===== config.mk =====
export PLATFORM = sky130hd
export DESIGN_NAME = integer_matrix_multiply_flat
export DESIGN_NICKNAME = d
export VERILOG_FILES = /design/src/design/imm_pkg.sv /design/src/design/imm_if.sv /design/src/design/imm_ram.sv /design/src/design/integer_matrix_multiply.sv /design/src/flat_wrapper.sv
export SDC_FILE = /design/constraint.sdc
export NUM_CORES = 2
export LEC_CHECK = 0
export BUFFER_PORTS_ARGS = -buffer_cell sky130_fd_sc_hd__buf_2
export CAP_MARGIN = 40
export CORE_AREA = 2 2 495 497
export CTS_CLUSTER_DIAMETER = 200
export DETAILED_ROUTE_END_ITERATION = 8
export DIE_AREA = 0 0 497 499
export GPL_TIMING_DRIVEN = 0
export PLACE_DENSITY = 0.5
export SLEW_MARGIN = 20
export SYNTH_ARGS = -nofsm -noshare
export SYNTH_HDL_FRONTEND = slang
export SYNTH_SLANG_ARGS = --single-unit

===== constraint.sdc =====
create_clock -name clk -period 11.8 [get_ports clk]
set_input_delay 1.18 -clock clk [delete_from_list [all_inputs] [get_ports clk]]
set_output_delay 1.18 -clock clk [all_outputs]
set_load 0.05 [all_outputs]

===== src/design/imm_pkg.sv =====
package imm_pkg;

    localparam int DEFAULT_MAX_DIM = 8;

    localparam int DIM_W     = 4;
    localparam int IDX_W     = 3;
    localparam int VAL_W     = 16;
    localparam int MUL_W     = 32;
    localparam int PROD_W    = 35;
    localparam int OP_W      = 2;
    localparam int CFG_IDX_W = 2;

    localparam logic [DIM_W-1:0] DIM_RESET = 4'd8;

    localparam logic [OP_W-1:0] OP_WRITE_A = 2'd0;
    localparam logic [OP_W-1:0] OP_WRITE_B = 2'd1;
    localparam logic [OP_W-1:0] OP_COMPUTE = 2'd2;

    localparam logic [CFG_IDX_W-1:0] CFG_A_ROWS = 2'd0;
    localparam logic [CFG_IDX_W-1:0] CFG_A_COLS = 2'd1;
    localparam logic [CFG_IDX_W-1:0] CFG_B_ROWS = 2'd2;
    localparam logic [CFG_IDX_W-1:0] CFG_B_COLS = 2'd3;

    // A dimension of zero counts as one, and anything above the store size is cut to it.
    function automatic logic [DIM_W-1:0] clamp_dim(input logic [DIM_W-1:0] v,
                                                   input logic [DIM_W-1:0] max_dim);
        logic [DIM_W-1:0] r;
        if (v == '0)
            r = 4'd1;
        else if (v > max_dim)
            r = max_dim;
        else
            r = v;
        return r;
    endfunction

endpackage


===== src/design/imm_if.sv =====
interface imm_cmd_if;
    import imm_pkg::*;

    logic                    valid;
    logic                    ready;
    logic [OP_W-1:0]         op;
    logic [IDX_W-1:0]        row;
    logic [IDX_W-1:0]        col;
    logic signed [VAL_W-1:0] value;

    modport source (output valid, output op, output row, output col, output value,
                    input ready);
    modport sink (input valid, input op, input row, input col, input value,
                  output ready);
endinterface

interface imm_res_if;
    import imm_pkg::*;

    logic                     valid;
    logic                     ready;
    logic signed [PROD_W-1:0] product;
    logic [IDX_W-1:0]         out_row;
    logic [IDX_W-1:0]         out_col;
    logic                     last;
    logic                     size_error;

    modport source (output valid, output product, output out_row, output out_col,
                    output last, output size_error, input ready);
    modport sink (input valid, input product, input out_row, input out_col,
                  input last, input size_error, output ready);
endinterface

interface imm_cfg_if;
    import imm_pkg::*;

    logic                 valid;
    logic                 ready;
    logic [CFG_IDX_W-1:0] index;
    logic [DIM_W-1:0]     data;

    modport source (output valid, output index, output data, input ready);
    modport sink (input valid, input index, input data, output ready);
endinterface


===== src/design/imm_ram.sv =====
module imm_ram #(
    parameter int WIDTH = 16,
    parameter int DEPTH = 64
) (
    input  logic                                       clk,
    input  logic                                       we,
    input  logic [((DEPTH > 1) ? $clog2(DEPTH) : 1)-1:0] waddr,
    input  logic [WIDTH-1:0]                           wdata,
    input  logic [((DEPTH > 1) ? $clog2(DEPTH) : 1)-1:0] raddr,
    output logic [WIDTH-1:0]                           rdata
);
    logic [WIDTH-1:0] mem_reg [DEPTH];
    logic [WIDTH-1:0] rdata_reg;

    always_ff @(posedge clk)
    begin
        if (we)
        begin
            mem_reg[waddr] <= wdata;
        end
        rdata_reg <= mem_reg[raddr];
    end

    assign rdata = rdata_reg;
endmodule


===== src/design/integer_matrix_multiply.sv =====
// A load word (write of an A or B element) is taken whenever the sequencer is idle.
// A compute word yields m*q product elements with dimensions after clamping: each product element
// streams n operand pairs through the two store read ports, then waits for the
// multiply and accumulate stages to drain before it moves to the output register.
// A size mismatch goes to the error state, which loads the error word once the output is free.
// Reset sets all four dimension registers to 8 and idles the sequencer; the stores are not cleared.
module integer_matrix_multiply #(
    parameter int MAX_DIM = imm_pkg::DEFAULT_MAX_DIM
) (
    input logic     clk,
    input logic     rst_n,
    imm_cfg_if.sink cfg,
    imm_cmd_if.sink cmd,
    imm_res_if.source res
);
    import imm_pkg::*;

    localparam int DEPTH  = MAX_DIM * MAX_DIM;
    localparam int ADDR_W = (DEPTH > 1) ? $clog2(DEPTH) : 1;
    localparam int LIN_W  = 2 * IDX_W + 1;
    localparam logic [DIM_W-1:0] MAX_D = DIM_W'(MAX_DIM);

    typedef enum logic [3:0] {
        ST_IDLE  = 4'b0001,
        ST_MAC   = 4'b0010,
        ST_DRAIN = 4'b0100,
        ST_ERR   = 4'b1000
    } state_t;

    state_t state_reg, state_next;

    logic [DIM_W-1:0] a_rows_reg, a_cols_reg, b_rows_reg, b_cols_reg;
    logic [DIM_W-1:0] m_reg, n_reg, q_reg, m_next, n_next, q_next;
    logic [DIM_W-1:0] m_c, n_c, p_c, q_c;
    logic [IDX_W-1:0] i_reg, j_reg, k_reg, i_next, j_next, k_next;

    logic                     rd_vld_reg, mul_vld_reg;
    logic signed [MUL_W-1:0]  mul_reg;
    logic signed [PROD_W-1:0] acc_reg;
    logic signed [VAL_W-1:0]  a_rd, b_rd;

    logic                     out_valid_reg, out_valid_next;
    logic signed [PROD_W-1:0] out_prod_reg;
    logic [IDX_W-1:0]         out_row_reg, out_col_reg;
    logic                     out_last_reg, out_err_reg;

    logic cmd_fire, out_free, elem_done, k_last, j_last, i_last, in_range;
    logic issue, load_out, load_err, acc_clr;
    logic we_a, we_b;
    logic [LIN_W-1:0] wr_lin, a_lin, b_lin;

    // Configuration port.
    assign cfg.ready = 1'b1;

    always_ff @(posedge clk or negedge rst_n)
    begin
        if (!rst_n)
        begin
            a_rows_reg <= DIM_RESET;
            a_cols_reg <= DIM_RESET;
            b_rows_reg <= DIM_RESET;
            b_cols_reg <= DIM_RESET;
        end
        else if (cfg.valid)
        begin
            case (cfg.index)
                CFG_A_ROWS: a_rows_reg <= cfg.data;
                CFG_A_COLS: a_cols_reg <= cfg.data;
                CFG_B_ROWS: b_rows_reg <= cfg.data;
                CFG_B_COLS: b_cols_reg <= cfg.data;
                default: ;
            endcase
        end
    end

    assign m_c = clamp_dim(a_rows_reg, MAX_D);
    assign n_c = clamp_dim(a_cols_reg, MAX_D);
    assign p_c = clamp_dim(b_rows_reg, MAX_D);
    assign q_c = clamp_dim(b_cols_reg, MAX_D);

    // Operand stores.
    assign cmd.ready = (state_reg == ST_IDLE);
    assign cmd_fire  = cmd.valid && cmd.ready;
    assign in_range  = ({1'b0, cmd.row} < MAX_D) && ({1'b0, cmd.col} < MAX_D);
    assign we_a      = cmd_fire && (cmd.op == OP_WRITE_A) && in_range;
    assign we_b      = cmd_fire && (cmd.op == OP_WRITE_B) && in_range;

    assign wr_lin = LIN_W'(cmd.row) * LIN_W'(MAX_DIM) + LIN_W'(cmd.col);
    assign a_lin  = LIN_W'(i_reg) * LIN_W'(MAX_DIM) + LIN_W'(k_reg);
    assign b_lin  = LIN_W'(k_reg) * LIN_W'(MAX_DIM) + LIN_W'(j_reg);

    imm_ram #(.WIDTH(VAL_W), .DEPTH(DEPTH)) u_a_store (
        .clk   (clk),
        .we    (we_a),
        .waddr (wr_lin[ADDR_W-1:0]),
        .wdata (cmd.value),
        .raddr (a_lin[ADDR_W-1:0]),
        .rdata (a_rd)
    );

    imm_ram #(.WIDTH(VAL_W), .DEPTH(DEPTH)) u_b_store (
        .clk   (clk),
        .we    (we_b),
        .waddr (wr_lin[ADDR_W-1:0]),
        .wdata (cmd.value),
        .raddr (b_lin[ADDR_W-1:0]),
        .rdata (b_rd)
    );

    // Sequencer.
    assign out_free  = !out_valid_reg || res.ready;
    assign elem_done = !rd_vld_reg && !mul_vld_reg;
    assign k_last    = (({1'b0, k_reg}) + 4'd1) == n_reg;
    assign j_last    = (({1'b0, j_reg}) + 4'd1) == q_reg;
    assign i_last    = (({1'b0, i_reg}) + 4'd1) == m_reg;

    always_comb
    begin
        state_next = state_reg;
        m_next     = m_reg;
        n_next     = n_reg;
        q_next     = q_reg;
        i_next     = i_reg;
        j_next     = j_reg;
        k_next     = k_reg;
        issue      = 1'b0;
        load_out   = 1'b0;
        load_err   = 1'b0;
        acc_clr    = 1'b0;
        case (state_reg)
            ST_IDLE:
            begin
                if (cmd_fire && (cmd.op == OP_COMPUTE))
                begin
                    m_next  = m_c;
                    n_next  = n_c;
                    q_next  = q_c;
                    i_next  = '0;
                    j_next  = '0;
                    k_next  = '0;
                    acc_clr = 1'b1;
                    state_next = (n_c != p_c) ? ST_ERR : ST_MAC;
                end
            end
            ST_MAC:
            begin
                issue = 1'b1;
                if (k_last)
                begin
                    k_next     = '0;
                    state_next = ST_DRAIN;
                end
                else
                begin
                    k_next = k_reg + 3'd1;
                end
            end
            ST_DRAIN:
            begin
                if (elem_done && out_free)
                begin
                    load_out = 1'b1;
                    acc_clr  = 1'b1;
                    if (j_last)
                    begin
                        j_next = '0;
                        if (i_last)
                        begin
                            state_next = ST_IDLE;
                        end
                        else
                        begin
                            i_next     = i_reg + 3'd1;
                            state_next = ST_MAC;
                        end
                    end
                    else
                    begin
                        j_next     = j_reg + 3'd1;
                        state_next = ST_MAC;
                    end
                end
            end
            ST_ERR:
            begin
                if (out_free)
                begin
                    load_err   = 1'b1;
                    state_next = ST_IDLE;
                end
            end
            default:
            begin
                state_next = ST_IDLE;
            end
        endcase
    end

    always_comb
    begin
        if (load_out || load_err)
            out_valid_next = 1'b1;
        else if (res.ready)
            out_valid_next = 1'b0;
        else
            out_valid_next = out_valid_reg;
    end

    always_ff @(posedge clk or negedge rst_n)
    begin
        if (!rst_n)
        begin
            state_reg     <= ST_IDLE;
            m_reg         <= DIM_RESET;
            n_reg         <= DIM_RESET;
            q_reg         <= DIM_RESET;
            i_reg         <= '0;
            j_reg         <= '0;
            k_reg         <= '0;
            rd_vld_reg    <= 1'b0;
            mul_vld_reg   <= 1'b0;
            out_valid_reg <= 1'b0;
        end
        else
        begin
            state_reg     <= state_next;
            m_reg         <= m_next;
            n_reg         <= n_next;
            q_reg         <= q_next;
            i_reg         <= i_next;
            j_reg         <= j_next;
            k_reg         <= k_next;
            rd_vld_reg    <= issue;
            mul_vld_reg   <= rd_vld_reg;
            out_valid_reg <= out_valid_next;
        end
    end

    // Multiply and accumulate stages behind the store read registers.
    always_ff @(posedge clk)
    begin
        mul_reg <= MUL_W'(a_rd) * MUL_W'(b_rd);
        if (acc_clr)
            acc_reg <= '0;
        else if (mul_vld_reg)
            acc_reg <= acc_reg + PROD_W'(mul_reg);

        if (load_out)
        begin
            out_prod_reg <= acc_reg;
            out_row_reg  <= i_reg;
            out_col_reg  <= j_reg;
            out_last_reg <= i_last && j_last;
            out_err_reg  <= 1'b0;
        end
        else if (load_err)
        begin
            out_prod_reg <= '0;
            out_row_reg  <= '0;
            out_col_reg  <= '0;
            out_last_reg <= 1'b1;
            out_err_reg  <= 1'b1;
        end
    end

    assign res.valid      = out_valid_reg;
    assign res.product    = out_prod_reg;
    assign res.out_row    = out_row_reg;
    assign res.out_col    = out_col_reg;
    assign res.last       = out_last_reg;
    assign res.size_error = out_err_reg;
endmodule


===== src/flat_wrapper.sv =====
// flat-port wrapper written by rule: the top's interface ports become plain ports
module integer_matrix_multiply_flat import imm_pkg::*;
#(
    parameter int MAX_DIM = imm_pkg::DEFAULT_MAX_DIM
)
  (clk, rst_n, cfg_valid, cfg_index, cfg_data, cfg_ready, cmd_valid, cmd_op, cmd_row, cmd_col, cmd_value, cmd_ready, res_valid, res_product, res_out_row, res_out_col, res_last, res_size_error, res_ready);
  imm_cfg_if cfg_i ();
  imm_cmd_if cmd_i ();
  imm_res_if res_i ();
  input logic clk;
  input logic rst_n;
  input wire logic [$bits(cfg_i.valid)-1:0] cfg_valid;
  input wire logic [$bits(cfg_i.index)-1:0] cfg_index;
  input wire logic [$bits(cfg_i.data)-1:0] cfg_data;
  output wire logic [$bits(cfg_i.ready)-1:0] cfg_ready;
  input wire logic [$bits(cmd_i.valid)-1:0] cmd_valid;
  input wire logic [$bits(cmd_i.op)-1:0] cmd_op;
  input wire logic [$bits(cmd_i.row)-1:0] cmd_row;
  input wire logic [$bits(cmd_i.col)-1:0] cmd_col;
  input wire logic [$bits(cmd_i.value)-1:0] cmd_value;
  output wire logic [$bits(cmd_i.ready)-1:0] cmd_ready;
  output wire logic [$bits(res_i.valid)-1:0] res_valid;
  output wire logic [$bits(res_i.product)-1:0] res_product;
  output wire logic [$bits(res_i.out_row)-1:0] res_out_row;
  output wire logic [$bits(res_i.out_col)-1:0] res_out_col;
  output wire logic [$bits(res_i.last)-1:0] res_last;
  output wire logic [$bits(res_i.size_error)-1:0] res_size_error;
  input wire logic [$bits(res_i.ready)-1:0] res_ready;
  assign cfg_i.valid = cfg_valid;
  assign cfg_i.index = cfg_index;
  assign cfg_i.data = cfg_data;
  assign cfg_ready = cfg_i.ready;
  assign cmd_i.valid = cmd_valid;
  assign cmd_i.op = cmd_op;
  assign cmd_i.row = cmd_row;
  assign cmd_i.col = cmd_col;
  assign cmd_i.value = cmd_value;
  assign cmd_ready = cmd_i.ready;
  assign res_valid = res_i.valid;
  assign res_product = res_i.product;
  assign res_out_row = res_i.out_row;
  assign res_out_col = res_i.out_col;
  assign res_last = res_i.last;
  assign res_size_error = res_i.size_error;
  assign res_i.ready = res_ready;
  integer_matrix_multiply #(.MAX_DIM(MAX_DIM)) u_core (.clk(clk), .rst_n(rst_n), .cfg(cfg_i), .cmd(cmd_i), .res(res_i));
endmodule

-- Yosys cells after proc, flatten, opt, wreduce, memory -nomap -nowiden
Memory sizes are Yosys's and may differ from the RTL's. A register that Yosys moved wholly into a read port is not among the register bits.
Cells that the tools add are included.
W data, S select, Z words.
- memories: 2
- bits in writable memories: 2048
- register bits: 154
- logic and storage cells: 134
- input bits: 35
- output and inout port bits: 46
- memory list (name ; depth ; width ; read ports ; clocked after Yosys merged registers in ; wr ports ; line ; source):
    u_core.u_a_store.mem_reg ; 64 ; 16 ; 1 ; 1 ; 1 ; imm_ram.sv:12 ; logic [WIDTH-1:0] mem_reg [DEPTH];
    u_core.u_b_store.mem_reg ; 64 ; 16 ; 1 ; 1 ; 1 ; imm_ram.sv:12 ;
- eq/ne operators: 19
- multipliers: 1
- reduce and logical (&&, ||, !) cells: 31
- order comparisons: 4
- multiplexer cells: 46
- add/subtract/negate cells: 10
- operators by type and width (cell ; number):
    $mux W35 ; 2
    $mux W4 ; 13
    $add A35 B32 Y35 ; 1
    $mul A16 B16 Y32 ; 1
    $mux W3 ; 10
    $add A6 B3 Y6 ; 3
    $pmux W3 S2 ; 3
    $gt A4 B4 Y1 const B ; 4
    $logic_not A4 Y1 ; 4
    $pmux W4 S4 ; 1
    $mux W1 ; 14
    $add A3 B1 Y4 const B ; 3
    $eq A4 B4 Y1 ; 3
    $reduce_and A2 Y1 ; 6
    $add A3 B1 Y3 const B ; 3
    $ne A2 B1 Y1 const B ; 4
    $reduce_bool A2 Y1 ; 4
    $logic_and A1 B1 Y1 ; 7
    $eq A2 B2 Y1 const B ; 3
    $reduce_and A5 Y1 ; 1
    $eq A2 B1 Y1 const B ; 2
    $eq A4 B1 Y1 const B ; 1
    $eq A4 B2 Y1 const B ; 1
    $eq A4 B3 Y1 const B ; 1
    other kinds (10) ; 16

-- Depth between registers and ports, before layout
- word-level depth: 7
- depth in mapped cells: 24

-- By module
Synthesis repeated with hierarchy kept, for this count alone.
- cells, all modules: 5400
- area, all modules: 97134.4 um2
- modules (own cells, without submodules) (module ; cells an instance ; times used ; area an instance (um2)):
    imm_ram ; 1829 ; 2 ; 40042.2
    integer_matrix_multiply ; 1742 ; 1 ; 17050.1

-- Worst setup path after synthesis
Ideal clock, no wire load.
- kind: register -> register
- start: register u_core.u_a_store.rdata_reg[15] (netlist: u_core.u_a_store.rdata[15]), read port of u_core.u_a_store.mem_reg
- end: register u_core.mul_reg[30]
- data required time: 11.728 ns
- stages on the path, launching flop included: 23
- arrival time: 5.933 ns
- buffers on the path: 1
- setup slack: 5.795 ns
- setup time: 0.072 ns
- clock period less this slack: 6.005 ns
- path through: dfxtp_1 clkbuf_1 nand2_1 inv_1 fa_1 fa_1 inv_1 fa_1 inv_1 fa_1 fa_1 inv_1 fa_1 inv_1 ha_1 a21o_1 a21o_1 a21o_1 a41oi_1 o21ai_1 o21a_1 nor2_1 xnor2_1
- longest elaborated chain between the ends: 1
- ends and longest elaborated chain (item ; line ; source):
    from (decl) ; imm_ram.sv:13 ; logic [WIDTH-1:0] rdata_reg;
    $mul A16 B16 Y32 ; integer_matrix_multiply.sv:242 ; mul_reg <= MUL_W'(a_rd) * MUL_W'(b_rd);
    to (signal assigned) ; integer_matrix_multiply.sv:242 ;
    to (decl) ; integer_matrix_multiply.sv:38 ; logic signed [MUL_W-1:0] mul_reg;
Every way passes these cells.
A chain may end at the register's enable or synchronous reset.

-- Final worst setup path
- start: register u_core.u_b_store.rdata_reg[7] (netlist: u_core.u_b_store.rdata[7]), read port of u_core.u_b_store.mem_reg
- end: register u_core.mul_reg[30]
- longest elaborated chain between the ends: 1
- ends and longest elaborated chain (item ; line):
    from (decl) ; imm_ram.sv:13
    $mul A16 B16 Y32 ; integer_matrix_multiply.sv:242
Every way passes these cells.

==> flow_summary.json <==
{
  "powerDensity_nw_per_um2": 143,
  "cts_buffers": 232,
  "fin_nets": 6333,
  "via_count": 51200,
  "cts_tree": "done",
  "hold_path.class": "in -> async",
  "synth_edf_count": 2090,
  "yosysTopAreaCellShare_pct": 65.0,
  "detail_route.vias_per_cell": 5.49,
  "slew_headroom_pct": 36.5,
  "antenna_found_initial": 17,
  "postCtsResizedCells": 0,
  "yosysTopAreaCell": "edfxtp_1",
  "grt_max_degree": 94,
  "synth.ff_latch_count": 2234,
  "pin_count": 81,
  "first_pass_iters": 5,
  "synth_fa_ha_area_share_pct": 6.99,
  "synthTopCellsByArea": "edfxtp_1 (65%), mux4_2 (11%), fa_1 (5.5%)",
  "synth-xor-area-share_pct": 0.644,
  "synth_mux_area_share_pct": 14.0,
  "clkPwrFrac_pct": 44.2,
  "io_buffer_count": 73,
  "grt_pass1_vias": 52200,
  "h-tree-depth": 4,
  "cts.sinks": 2234,
  "cp_max_fo": 10,
  "nFillCells": 20900,
  "peakVddDrop_mv": 0.161,
  "setup_viol": 0,
  "arrival_ns": 8.59,
  "multi_input_area_um2": 28800,
  "outcome": "complete, no violations",
  "cp-end-kind": "register",
  "synth_compound_area_share_pct": 3.30,
  "required_ns": 12.51,
  "syn_inst": 5435,
  "finalClockSkew_ns": 0.0900,
  "synthToLayoutAreaGrowth_pct": 15.3,
  "syn-cell-area_um2": 96600,
  "path_clk_slew_ns": 0.06,
  "wl_per_cell_um": 29.5,
  "regArea_um2": 65900,
  "core_area_um2": 243000,
  "drc": 0,
  "drt_iter0_markers": 5119,
  "fin_total_pwr_mw": 15.9,
  "place_hpwl_um": 196000,
  "drive_gt1_share_pct": 21.7,
  "worstSkewPairLatency_ns": 0.91,
  "tightest_slew_ns": 0.943,
  "critical_path_class": "reg -> reg",
  "seqPwrFrac_pct": 54.4,
  "grt-ovfl-total": 0,
  "start_kind": "register",
  "max_freq_ghz": 0.127,
  "swShare_pct": 20.7,
  "track_usage_pct": 22.0,
  "die_area_um2": 248000,
  "finalSetupTns_ns": 0,
  "grt_first_pass_wirelength_um": 390000,
  "final_hold_viol_count": 0,
  "routabilityCongestion": 0.946,
  "fin_crit_sh_pct": 66.8,
  "hold_buffers": 0,
  "synth_seq_area_share_pct": 68.2,
  "synth_flop_cell": "edfxtp_1",
  "row_count": 181,
  "cts_root_buffer": "clkbuf_16",
  "ant_nets": 0,
  "synth-async-reset-ratio_pct": 1.97,
  "wl_um": 275000,
  "period_needed_ns": 7.88,
  "syn_area_per_cell_um2": 17.8,
  "syn_nets": 5852,
  "power.switching_mw": 3.30,
  "maxSlewViolCount": 0,
  "postCtsSetupBuffers": 0,
  "ys_types": 77,
  "maxCapViolations": 0,
  "initial_core_util_pct": 39.8,
  "p_leak_nw": 36.3,
  "max-clock-path-buffers": 3,
  "p_int_mw": 12.6,
  "synth-simple-area-share_pct": 4.39,
  "die_h_um": 499,
  "rsz0062_at_grt": "no",
  "combPwrFrac_pct": 1.4,
  "synth_top_family_by_area": "multiplexers",
  "hold_slack_ns": 0.225,
  "die_x_um": 497,
  "yosysWarnings": 0
}
[routing by layer]
metal  global-route usage, %  vias to the layer above  wire [um]
li1                        -                    22000          -
met1                    30.8                    27400     120000
met2                    36.1                     1370     133000
met3                    3.07                      361      13800
met4                    6.24                        4       7750
met5                       0                        -         23
[worst max-delay path, stage by stage, from the launching register on]
cell,delay (ns)
dfxtp_1,0.59
clkbuf_1,0.59
nand2_1,0.18
fa_1,0.58
inv_1,0.06
fa_1,0.51
inv_1,0.06
fa_1,0.54
inv_1,0.05
fa_1,0.46
fa_1,0.49
inv_1,0.05
fa_1,0.47
inv_1,0.04
ha_1,0.34
a21oi_1,0.18
nor2_1,0.06
a211oi_1,0.25
a21boi_0,0.46
nand3_1,0.25
a41oi_1,0.72
o21ai_1,0.21
o21a_1,0.21
nor2_1,0.10
xnor2_1,0.29
[power by group through the flow]
stage	Combinational, mW	Clock [mW]	Sequential, mW
final	0.220	7.05	8.67
after global routing	0.235	7.49	8.67
after CTS	0.226	7.19	8.67
after detailed placement	0.226	0	8.84
after global placement	0.185	0	8.86
after floorplan	0.0280	0	8.84
[metrics by stage]
step / util (%) / setup WS [ns] / cell area (um^2) / std cells
floorplan: - / 5.79 / 96600 / 5435
global placement: 41.6 / 4.01 / 101000 / 8710
detailed placement: 42.9 / 3.98 / 104000 / 8881
CTS: 45.9 / 3.98 / 111000 / 9307
global route: 45.9 / 3.70 / 111000 / 9312
finish: 45.9 / 3.92 / 111000 / 9321
[final timing paths]
path                                   endpoint  slack, ns                       from  cells after the start
max                          u_core.mul_reg[30]       3.92  u_core.u_b_store.rdata[7]                     24
min                        u_core.a_rows_reg[1]       0.22                      rst_n                      1
max reg2reg                  u_core.mul_reg[30]       3.92  u_core.u_b_store.rdata[7]                     24
min reg2reg                  u_core.mul_vld_reg       0.44          u_core.rd_vld_reg                      0
max in group asynchronous       u_core.q_reg[3]      11.00                      rst_n                      2
min in group clk             u_core.mul_vld_reg       0.44          u_core.rd_vld_reg                      0
[cell usage after synthesis (46+ instances only)]
master	instances
edfxtp_1	2090
mux4_2	464
inv_1	317
nor2_1	284
fa_1	263
nand2_1	247
mux2i_1	230
clkbuf_1	174
and2_1	170
a21oi_1	155
ha_1	119
o21ai_0	105
dfxtp_1	100
mux2_2	67
nor3_1	50
o22ai_1	50
o221ai_1	48
xnor2_1	46
[final cells by class]
class / instances / share of cell area [%]
Sequential cell: 2234 / 59.2
Multi-Input combinational cell: 2626 / 25.9
Clock buffer: 302 / 5.54
Tap cell: 3202 / 3.60
Timing Repair Buffer: 247 / 2.64
Buffer: 258 / 1.08
Inverter: 317 / 1.07
Clock inverter: 124 / 1.01
Antenna cell: 11 / 0.0247
[logic make-up after synthesis]
kind of cell / Yosys count
compound gates: 514
xor+xnor: 71
fa+ha+maj: 382
buf+inv: 575
flops: 2234
mux: 763
other cells: 1
simple gates: 895
[placed cells by master (no fill, tap or decap), types with 48 or more instances in the layout]
cell type / n
a21oi_1: 155
and2_1: 170
buf_2: 104
buf_6: 123
buf_8: 61
clkbuf_1: 223
clkbuf_16: 232
clkinv_1: 57
dfxtp_1: 100
edfxtp_1: 2090
fa_1: 263
ha_1: 119
inv_1: 317
mux2_2: 67
mux2i_1: 230
mux4_2: 464
nand2_1: 247
nor2_1: 156
nor2_2: 104
nor3_1: 49
o21ai_0: 105
o221ai_1: 48
o22ai_1: 50
Power figures use the tool's default switching activity.
